==> src/sv/mjd_to_calendar_date_core_defines.svh <==
// Assertion macros shared by the calendar converter RTL.
`ifndef MJD_TO_CALENDAR_DATE_CORE_DEFINES_SVH
`define MJD_TO_CALENDAR_DATE_CORE_DEFINES_SVH

// Same-cycle implication, clocked on clk and disabled while rst_n is low.
`define MJDCAL_ASSERT_IMPLY(name, ante, cons) \
  name: assert property (@(posedge clk) disable iff (!rst_n) (ante) |-> (cons)) \
    else $error("mjdcal: implication check failed");

// Implication with a fixed delay in clock cycles.
`define MJDCAL_ASSERT_AFTER(name, ante, cycles, cons) \
  name: assert property (@(posedge clk) disable iff (!rst_n) (ante) |-> ##cycles (cons)) \
    else $error("mjdcal: latency check failed");

`endif

==> src/sv/mjdcal_pkg.sv <==
// Types, constants and constant functions of the MJD to calendar converter.
`timescale 1ns / 1ps

package mjdcal_pkg;

  localparam int FRACTION_BITS = 32;

  typedef struct packed {
    logic signed [22:0]       mjd_day;
    logic [FRACTION_BITS-1:0] day_fraction;
  } in_item_t;

  typedef struct packed {
    logic [13:0] cal_year;
    logic [3:0]  cal_month;
    logic [4:0]  cal_day;
    logic [4:0]  cal_hour;
    logic [5:0]  cal_minute;
    logic [25:0] second_micro;
  } out_item_t;

  // First Gregorian day (JD 2299161) expressed as an MJD day.
  localparam logic signed [22:0] GREG_MJD   = -23'sd100840;
  localparam logic [23:0]        JD_OFFSET  = 24'd2400001;
  // 4*JD - 7468865 written directly in terms of the MJD day.
  localparam logic [24:0]        B_NUM_BIAS = 25'(4 * 2400001 - 7468865);

  localparam int          B_SHIFT  = 25;
  localparam logic [17:0] B_DIV    = 18'd146097;
  localparam logic [7:0]  B_RECIP  = 8'((64'd1 << B_SHIFT) / 64'd146097);

  localparam logic [10:0] C_GREG_OFS = 11'd1525;
  localparam logic [10:0] C_JUL_OFS  = 11'd1524;

  localparam int          D_SHIFT   = 30;
  localparam logic [15:0] D_DIV     = 16'd36525;
  localparam logic [12:0] D_BIAS    = 13'd5000;
  localparam logic [29:0] D_NUM_OFS = 30'(5000 * 36525 - 12210);
  localparam logic [14:0] D_RECIP   = 15'((64'd1 << D_SHIFT) / 64'd36525);

  localparam logic [8:0]  YEAR_DAYS  = 9'd365;
  localparam logic [13:0] YEAR_OFS   = 14'd4715;
  localparam logic [4:0]  F_YEAR_WRAP = 5'd14;
  localparam logic [5:0]  F_WRAP_SUB  = 6'd13;
  localparam logic [5:0]  MONTH_MARCH = 6'd3;
  localparam int          NUM_F_THRESH = 16;

  // Bounds of the day count g within the shifted year, mathematically bounded.
  localparam logic [8:0]  G_MIN = 9'd123;
  localparam logic [8:0]  G_MAX = 9'd488;

  localparam logic [4:0]  HOURS_PER_DAY  = 5'd24;
  localparam logic [10:0] MIN_PER_DAY    = 11'd1440;
  localparam logic [10:0] MIN_PER_HOUR   = 11'd60;
  // 86400000000 microseconds per day equals 10546875 shifted left by 13.
  localparam logic [23:0] US_DAY_ODD     = 24'd10546875;
  localparam int          US_DAY_SHIFT   = 13;
  localparam logic [25:0] US_PER_MIN     = 26'd60000000;
  localparam logic [25:0] US_PER_MIN_MAX = 26'd59999999;

  // Smallest day count g for which floor(10000*g/306001) reaches k.
  function automatic logic [8:0] month_threshold(int unsigned k);
    return 9'((306001 * k + 9999) / 10000);
  endfunction

  // floor(306001*k/10000): day count at the start of shifted month k.
  function automatic logic [8:0] month_offset(int unsigned k);
    return 9'((306001 * k) / 10000);
  endfunction

endpackage

==> src/sv/mjd_to_calendar_date_core.sv <==
// Pipelined Modified Julian Date to calendar date and time of day converter.
`timescale 1ns / 1ps
`include "mjd_to_calendar_date_core_defines.svh"

// Usage
//   An item (signed MJD day plus a binary fraction of a day) is taken at every
//   rising edge where start is high and busy is low. busy is low whenever the
//   block is out of reset, so a new item can be presented in every cycle.
//   Each item yields exactly one result on out_result, marked by a one-cycle
//   out_valid strobe once the item has passed all ten register stages;
//   results leave in the order the items came in.
//   Throughput is one item per clock. Two reciprocal multiplies with a
//   correction step (for the divisions by 146097 and by 36525) dominate the
//   date path and set the depth; the time of day path runs in parallel and
//   is delayed to match.
//   The receiver has no way to hold results off: every result is shown for
//   one cycle only and must be captured then.
//   Reset is synchronous and active low. It clears the valid bits of all
//   stages, so no result appears for items that were in flight, and busy is
//   high while reset is held. No other register is reset.
module mjd_to_calendar_date_core (
  input  logic                   clk,
  input  logic                   rst_n,
  input  logic                   start,
  output logic                   busy,
  input  mjdcal_pkg::in_item_t   in_item,
  output logic                   out_valid,
  output mjdcal_pkg::out_item_t  out_result
);

  localparam int FB         = mjdcal_pkg::FRACTION_BITS;
  localparam int NUM_STAGES = 10;
  // The time of day result is formed in stage 2 and has to reach stage 9.
  localparam int TOD_DEPTH  = NUM_STAGES - 2;
  localparam int HP_W       = FB + 5;
  localparam int MP_W       = FB + 11;
  localparam int UP_W       = FB + mjdcal_pkg::US_DAY_SHIFT;

  typedef struct packed {
    logic [4:0]  hour;
    logic [5:0]  minute;
    logic [25:0] micro;
  } tod_t;

  logic                  in_accept;
  logic [NUM_STAGES-1:0] vld_r;
  logic [NUM_STAGES-1:0] vld_nxt;

  // Stage 1: Julian day number and the Gregorian decision.
  logic signed [23:0] s1_a_nxt, s1_a_r;
  logic               s1_greg_nxt, s1_greg_r;
  logic [24:0]        s1_nb_nxt, s1_nb_r;
  logic [HP_W-1:0]    t1_hprod_nxt, t1_hprod_r;
  logic [MP_W-1:0]    t1_mprod_nxt, t1_mprod_r;
  logic [UP_W-1:0]    t1_uprod_nxt, t1_uprod_r;

  // Stage 2: reciprocal product for the century count.
  logic [32:0]        s2_pb_nxt, s2_pb_r;
  logic signed [23:0] s2_a_r;
  logic               s2_greg_r;
  logic [24:0]        s2_nb_r;

  // Stage 3: century count b.
  logic [7:0]         s3_qb;
  logic [24:0]        s3_rb;
  logic [7:0]         s3_b_nxt, s3_b_r;
  logic signed [23:0] s3_a_r;
  logic               s3_greg_r;

  // Stage 4: shifted day number c.
  logic [23:0]        s4_c_nxt, s4_c_r;

  // Stage 5: biased numerator for the year count.
  logic [29:0]        s5_nd_nxt, s5_nd_r;
  logic [8:0]         s5_clo_r;

  // Stage 6: reciprocal product for the year count.
  logic [44:0]        s6_pd_nxt, s6_pd_r;
  logic [29:0]        s6_nd_r;
  logic [8:0]         s6_clo_r;

  // Stage 7: year count d.
  logic [14:0]        s7_qd;
  logic [29:0]        s7_rd;
  logic [14:0]        s7_qd_fix;
  logic [15:0]        s7_d_nxt, s7_d_r;
  logic [8:0]         s7_clo_r;

  // Stage 8: day within the shifted year g.
  logic [8:0]         s8_e_lo;
  logic [8:0]         s8_g_nxt, s8_g_r;
  logic [15:0]        s8_d_r;

  // Stage 9: shifted month f.
  logic [mjdcal_pkg::NUM_F_THRESH-1:0] s9_ge;
  logic [4:0]         s9_f_nxt, s9_f_r;
  logic [8:0]         s9_g_r;
  logic [15:0]        s9_d_r;

  // Stage 10: output register.
  logic [8:0]         ofs_tab [32];
  logic [5:0]         s10_f6;
  logic [5:0]         s10_mon6;
  logic               s10_adj;
  logic [8:0]         s10_day9;
  mjdcal_pkg::out_item_t out_nxt, out_r;

  // Time of day path.
  logic [4:0]         t2_hours;
  logic [10:0]        t2_mtot;
  logic [25:0]        t2_ut_lo;
  logic [10:0]        t2_min_full;
  tod_t               tod_nxt;
  tod_t               tod_pipe_r [TOD_DEPTH];

  // busy only guards the reset window; the pipeline never backs up.
  assign busy      = !rst_n;
  assign in_accept = start && !busy;

  // Valid bits travel alongside the data; everything else needs no reset.
  assign vld_nxt = {vld_r[NUM_STAGES-2:0], in_accept};

  always_ff @(posedge clk) begin
    if (!rst_n) begin
      vld_r <= '0;
    end else begin
      vld_r <= vld_nxt;
    end
  end

  // Stage 1 works straight from the input ports. The numerator for b is
  // 4*JD - 7468865, taken modulo 2^25; it is positive and below 2^25 for
  // every Gregorian day, and its value does not matter for Julian days.
  always_comb begin
    s1_a_nxt     = {in_item.mjd_day[22], in_item.mjd_day} + mjdcal_pkg::JD_OFFSET;
    s1_greg_nxt  = $signed(in_item.mjd_day) >= mjdcal_pkg::GREG_MJD;
    s1_nb_nxt    = {in_item.mjd_day, 2'b00} + mjdcal_pkg::B_NUM_BIAS;
    t1_hprod_nxt = HP_W'(in_item.day_fraction) * HP_W'(mjdcal_pkg::HOURS_PER_DAY);
    t1_mprod_nxt = MP_W'(in_item.day_fraction) * MP_W'(mjdcal_pkg::MIN_PER_DAY);
    t1_uprod_nxt = UP_W'(in_item.day_fraction) * UP_W'(mjdcal_pkg::US_DAY_ODD);
  end

  // Stage 2: b estimate as n * floor(2^25 / 146097) / 2^25. For n below 2^25
  // it is the true quotient or one less.
  assign s2_pb_nxt = 33'(s1_nb_r) * 33'(mjdcal_pkg::B_RECIP);

  // Stage 3: one remainder check fixes the estimate.
  always_comb begin
    s3_qb    = s2_pb_r[mjdcal_pkg::B_SHIFT+7:mjdcal_pkg::B_SHIFT];
    s3_rb    = s2_nb_r - 25'(s3_qb) * 25'(mjdcal_pkg::B_DIV);
    s3_b_nxt = s3_qb + 8'(s3_rb >= 25'(mjdcal_pkg::B_DIV));
  end

  // Stage 4: Gregorian days get the century correction b - b/4.
  always_comb begin
    if (s3_greg_r) begin
      s4_c_nxt = s3_a_r + 24'(s3_b_r) - 24'(s3_b_r >> 2) + 24'(mjdcal_pkg::C_GREG_OFS);
    end else begin
      s4_c_nxt = s3_a_r + 24'(mjdcal_pkg::C_JUL_OFS);
    end
  end

  // Stage 5: 100*c - 12210, lifted by 5000 years' worth of 36525 so that the
  // numerator is never negative and stays below 2^30 over the whole input range.
  assign s5_nd_nxt = {{6{s4_c_r[23]}}, s4_c_r} * 30'd100 + mjdcal_pkg::D_NUM_OFS;

  // Stage 6: d estimate by reciprocal multiply, same scheme as for b.
  assign s6_pd_nxt = 45'(s5_nd_r) * 45'(mjdcal_pkg::D_RECIP);

  // Stage 7: correct the estimate and remove the bias.
  always_comb begin
    s7_qd     = s6_pd_r[mjdcal_pkg::D_SHIFT+14:mjdcal_pkg::D_SHIFT];
    s7_rd     = s6_nd_r - 30'(s7_qd) * 30'(mjdcal_pkg::D_DIV);
    s7_qd_fix = s7_qd + 15'(s7_rd >= 30'(mjdcal_pkg::D_DIV));
    s7_d_nxt  = 16'(s7_qd_fix) - 16'(mjdcal_pkg::D_BIAS);
  end

  // Stage 8: g = c - (365*d + floor(d/4)) always lies in 123..488, so only the
  // low nine bits of c and of the year start are needed.
  always_comb begin
    s8_e_lo  = s7_d_r[8:0] * mjdcal_pkg::YEAR_DAYS + s7_d_r[10:2];
    s8_g_nxt = s7_clo_r - s8_e_lo;
  end

  // Stage 9: f = floor(g / 30.6001) by comparing g with the month starts.
  always_comb begin
    for (int k = 0; k < mjdcal_pkg::NUM_F_THRESH; k++) begin
      s9_ge[k] = s8_g_r >= mjdcal_pkg::month_threshold(k + 1);
    end
    s9_f_nxt = 5'($countones(s9_ge));
  end

  always_comb begin
    for (int k = 0; k < 32; k++) begin
      ofs_tab[k] = mjdcal_pkg::month_offset(k);
    end
  end

  // Stage 10: month from the shifted month, year from d, day from g.
  always_comb begin
    s10_f6 = {1'b0, s9_f_r};
    if (s9_f_r >= mjdcal_pkg::F_YEAR_WRAP) begin
      s10_mon6 = s10_f6 - mjdcal_pkg::F_WRAP_SUB;
    end else begin
      s10_mon6 = s10_f6 - 6'd1;
    end
    // January and February belong to the following year.
    s10_adj  = !s10_mon6[5] && (s10_mon6 >= mjdcal_pkg::MONTH_MARCH);
    s10_day9 = s9_g_r - ofs_tab[s9_f_r];

    out_nxt.cal_year     = s9_d_r[13:0] - mjdcal_pkg::YEAR_OFS - 14'(s10_adj);
    out_nxt.cal_month    = s10_mon6[3:0];
    out_nxt.cal_day      = s10_day9[4:0];
    out_nxt.cal_hour     = tod_pipe_r[TOD_DEPTH-1].hour;
    out_nxt.cal_minute   = tod_pipe_r[TOD_DEPTH-1].minute;
    out_nxt.second_micro = tod_pipe_r[TOD_DEPTH-1].micro;
  end

  // Time of day: hours and total minutes are the integer parts of the scaled
  // products; the microsecond count only needs its low 26 bits because the
  // difference to 60000000 times the minute count is below one minute.
  always_comb begin
    t2_hours       = t1_hprod_r[FB+4:FB];
    t2_mtot        = t1_mprod_r[FB+10:FB];
    t2_ut_lo       = t1_uprod_r[FB+12:FB-mjdcal_pkg::US_DAY_SHIFT];
    t2_min_full    = t2_mtot - 11'(t2_hours) * mjdcal_pkg::MIN_PER_HOUR;
    tod_nxt.hour   = t2_hours;
    tod_nxt.minute = t2_min_full[5:0];
    tod_nxt.micro  = t2_ut_lo - 26'(t2_mtot) * mjdcal_pkg::US_PER_MIN;
  end

  always_ff @(posedge clk) begin
    s1_a_r     <= s1_a_nxt;
    s1_greg_r  <= s1_greg_nxt;
    s1_nb_r    <= s1_nb_nxt;
    t1_hprod_r <= t1_hprod_nxt;
    t1_mprod_r <= t1_mprod_nxt;
    t1_uprod_r <= t1_uprod_nxt;

    s2_pb_r    <= s2_pb_nxt;
    s2_a_r     <= s1_a_r;
    s2_greg_r  <= s1_greg_r;
    s2_nb_r    <= s1_nb_r;

    s3_b_r     <= s3_b_nxt;
    s3_a_r     <= s2_a_r;
    s3_greg_r  <= s2_greg_r;

    s4_c_r     <= s4_c_nxt;

    s5_nd_r    <= s5_nd_nxt;
    s5_clo_r   <= s4_c_r[8:0];

    s6_pd_r    <= s6_pd_nxt;
    s6_nd_r    <= s5_nd_r;
    s6_clo_r   <= s5_clo_r;

    s7_d_r     <= s7_d_nxt;
    s7_clo_r   <= s6_clo_r;

    s8_g_r     <= s8_g_nxt;
    s8_d_r     <= s7_d_r;

    s9_f_r     <= s9_f_nxt;
    s9_g_r     <= s8_g_r;
    s9_d_r     <= s8_d_r;

    out_r      <= out_nxt;

    tod_pipe_r[0] <= tod_nxt;
    for (int k = 1; k < TOD_DEPTH; k++) begin
      tod_pipe_r[k] <= tod_pipe_r[k-1];
    end
  end

  assign out_valid  = vld_r[NUM_STAGES-1];
  assign out_result = out_r;

  `MJDCAL_ASSERT_AFTER(a_fixed_latency, in_accept, NUM_STAGES, out_valid)
  `MJDCAL_ASSERT_IMPLY(a_day_in_year, vld_r[7], s8_g_r >= mjdcal_pkg::G_MIN && s8_g_r <= mjdcal_pkg::G_MAX)
  `MJDCAL_ASSERT_IMPLY(a_month_range, out_valid, out_result.cal_month >= 4'd1 && out_result.cal_month <= 4'd12)
  `MJDCAL_ASSERT_IMPLY(a_day_range, out_valid, out_result.cal_day >= 5'd1)
  `MJDCAL_ASSERT_IMPLY(a_clock_range, out_valid, out_result.cal_hour <= 5'd23 && out_result.cal_minute <= 6'd59 && out_result.second_micro <= mjdcal_pkg::US_PER_MIN_MAX)

endmodule
==> config.mk <==
export PLATFORM = sky130hd
export DESIGN_NAME = mjd_to_calendar_date_core
export DESIGN_NICKNAME = d
export VERILOG_FILES = /design/src/sv/mjdcal_pkg.sv /design/src/sv/mjd_to_calendar_date_core.sv
export VERILOG_INCLUDE_DIRS = /design/src /design/src/sv
export SDC_FILE = /design/constraint.sdc
export NUM_CORES = 2
export LEC_CHECK = 0
export BUFFER_PORTS_ARGS = -buffer_cell sky130_fd_sc_hd__clkbuf_2
export CORE_ASPECT_RATIO = 1.75
export CORE_MARGIN = 5
export CORE_UTILIZATION = 67
export DETAILED_ROUTE_END_ITERATION = 8
export HOLD_SLACK_MARGIN = 0.08
export PLACE_DENSITY = 0.95
export RECOVER_POWER = 50
export SETUP_SLACK_MARGIN = 0.1
export SLEW_MARGIN = 20
export SYNTH_ARGS = -nofsm -noshare
export SYNTH_HDL_FRONTEND = slang
export SYNTH_SLANG_ARGS = --single-unit
==> constraint.sdc <==
create_clock -name clk -period 14.95 [get_ports clk]
set_clock_uncertainty 0.1 [all_clocks]
set_input_delay 0.7475 -clock clk [delete_from_list [all_inputs] [get_ports clk]]
set_output_delay 0.7475 -clock clk [all_outputs]
set_load 0.02 [all_outputs]
==> summary.txt <==
Global route
  – Initial antenna violation count: 5
  – Vias in the first global route: 45,700
  – Largest net degree at the start of global routing: 44
  – GR Overflow Total: 0
  – Global-route usage over all layers: 0.319
  – First-pass GRT wire length: 239 mm

Timing
  – # setup viols final: 0
  – Final hold vios: 0
  – Fin crit period: 8.35 ns
  – Fmax: 120 MHz
  – Slew @ Worst Pin: 1.04 ns
  – TNS Setup: 0 ns
  – Tcrit/Tclk final: 0.558
  – RSZ-0062 raised after global routing: false
  – Rel. slew slack: 0.305
  – Final Max Tran Viols: 0

Synthesis
  – Area of the mapped netlist: 60,000 sq um
  – Async SR Flop Fraction: 0
  – Mean Syn Cell Area: 11.0 sq um
  – Synthesized flop and latch total: 728
  – Syn Nets: 7,423
  – EDFF count, synth: 0
  – YS warnings: 0
  – Main flop type after synthesis: dfxtp_1
  – Synth Instances: 5,444
  – Unique masters post-synth: 88
  – Seq/Total Area, Yosys: 0.243

Floorplanning
  – I/O pin count: 120
  – Horiz. Die Dim: 236 um
  – Initial Util: 0.674
  – Core ar.: 89,100 sq um
  – Die Y: 406 um
  – FP Rows: 145
  – DIE AREA: 95,900 sq um

Place
  – Gpl congestion: 0.990
  – PortBufs: 119
  – Dpl hpwl: 120 mm

Setup path
  – WS Path Type: flop to flop
  – Crit Path Max Fanout: 7
  – CP dominant cell by count: fa_1
  – Startpoint Class: flop
  – Crit path DAT: 8.79 ns
  – CP peak stage delay: 0.59 ns
  – Critical path buffers and inverters: 4
  – WP data required: 15.40 ns
  – Critical path endpoint category: flop
  – CP top delay family: adder cells
  – Slowest cell on the critical path: fa_1

Routing
  – Initial DRT Pass Iterations: 6
  – Starting DRT DRC Count: 2,177
  – Drt total wl: 149 mm
  – Vias per inst: 5.80
  – Residual DRC: 0
  – Routed Antenna Nets: 0
  – Total number of vias: 39,600
  – WL/cell: 21.9 um

CTS
  – CTS Sinks: 728
  – CTS clk-pin slew, worst paths: 0.07 ns
  – Post CTS Setup Buffer Count: 0
  – CTS buffer count: 66
  – TritonCTS clock tree: done
  – Clk_lat worst skew: 0.69 ns
  – PostCTS Resize Cnt: 0
  – H-tree depth: 3
  – Post-cts hold buffer count: 0
  – Root Driver: clkbuf_16
  – Clock Tree Buf Depth: 3

Cells and area
  – Area occupied by multi-input gates: 41,000 sq um
  – Layout Nets: 7,581
  – Syn-to-layout area delta: 7.08%
  – Register Area: 14,600 sq um
  – Share of layout cells above drive strength 1: 0.0472
  – Fillcell total: 5,677

Run
  – Maxcap violations: 0

Status
  – Status: finished clean

Worst hold path
  – Hold Crit Class: input pin to flop
worst paths after layout:
path / start / to / slack (ns) / cells past startpoint
setup / recovery: s6_pd_r[34] / s7_d_r[12] / 6.60 / 30
hold / removal: start / vld_r[0] / 0.18 / 2
setup reg to reg: s6_pd_r[34] / s7_d_r[12] / 6.60 / 30
hold reg to reg: tod_pipe_r[1][8] / tod_pipe_r[2][8] / 0.21 / 0
area by class of cell:
cell class,instances,share of cell area
Multi-Input combinational cell,3515,0.637
Sequential cell,728,0.227
Inverter,1170,0.0683
Clock buffer,83,0.0279
Tap cell,1176,0.0229
Timing Repair Buffer,121,0.00938
Clock inverter,36,0.00769
Antenna cell,1,0.0000389
registers in the layout (all words and copies together), names as in the netlist, 16 cells and up:
register,count
out_result,60
t1_uprod_r,26
s6_pd_r,16
s1_a_r,24
s2_a_r,24
tod_pipe_r,296
s6_nd_r,27
s5_nd_r,28
s1_nb_r,23
s3_a_r,24
s4_c_r,24
s2_nb_r,23
per-stage QoR:
step / hold slack, ns / utilization / cell area, sq um / setup WS [ns] / instances
final: 0.184 / 0.722 / 64300 / 6.60 / 6830
after global routing: 0.186 / 0.722 / 64300 / 6.11 / 6829
after CTS: 0.132 / 0.722 / 64300 / 6.67 / 6829
after detailed placement: 0.212 / 0.696 / 62000 / 6.69 / 6710
after global placement: 0.210 / 0.696 / 62000 / 6.78 / 6710
after floorplan: 0.210 / - / 60000 / 7.79 / 5444
cell families (layout without fill, tap and decap cells):
kind of cell               after synthesis  in the layout  synth area share
muxes                                   18             18           0.00333
buffers and inverters                 1201           1410            0.0751
AOI/OAI and AO/OA                      639            639            0.0712
DFF                                    728            728             0.243
adders and majority gates             1921           1921             0.510
xor gates and xnor gates               333            333            0.0487
other                                    0              1                 0
and+or+nand+nor                        604            604            0.0485
worst reg2reg max path: cells and delay by family, from the launching register on:
kind,cells,cell delay (ns)
flip-flops,1,0.57
AO/OA/AOI/OAI,9,2.18
XOR/XNOR,1,0.12
multiplexers,1,0.32
adder cells (fa/ha/maj),8,3.56
buffers and inverters,4,0.45
AND/OR/NAND/NOR,7,0.89
layer usage:
metal,wire (um),vias to the layer above,GRT usage
met1,47600,19700,0.309
li1,-,17700,-
met3,6210,738,0.0456
met4,13900,4,0.238
met5,25,-,0
met2,81600,1467,0.604
cells in the mapped netlist (all sizes together) (33+ instances only):
| master | instances | area, sq um |
|---|---|---|
| fa | 881 | 17600 |
| o21a | 38 | 285 |
| a31oi | 36 | 225 |
| xor2 | 96 | 848 |
| nand3 | 42 | 210 |
| xnor2 | 237 | 2080 |
| o21ai | 127 | 643 |
| nor2 | 172 | 646 |
| a21o | 87 | 654 |
| nor3 | 59 | 300 |
| inv | 1170 | 4390 |
| dfxtp | 728 | 14600 |
| nand2 | 152 | 571 |
| a21oi | 160 | 808 |
| ha | 1040 | 13000 |
| nand2b | 33 | 206 |
cell usage in the layout, fill, tap and decap left out, types with 22 or more instances in the layout:
master and count:
inv_1 1169, xor2_1 95, a21oi_1 158, and3_1 22, fa_1 881, nor2b_1 26, dfxtp_1 728, clkbuf_2 113
o21a_1 38, o21bai_1 26, ha_1 1040, nor2_1 172, a21o_1 86, nor3_1 58, nand2_1 152, nand2b_1 33
nand3_1 42, xnor2_1 237, clkbuf_16 66, a31oi_1 36, o21ai_0 112
Power is not shown: default switching activity piles up to over one toggle a cycle in this logic, so the estimate is an artifact.
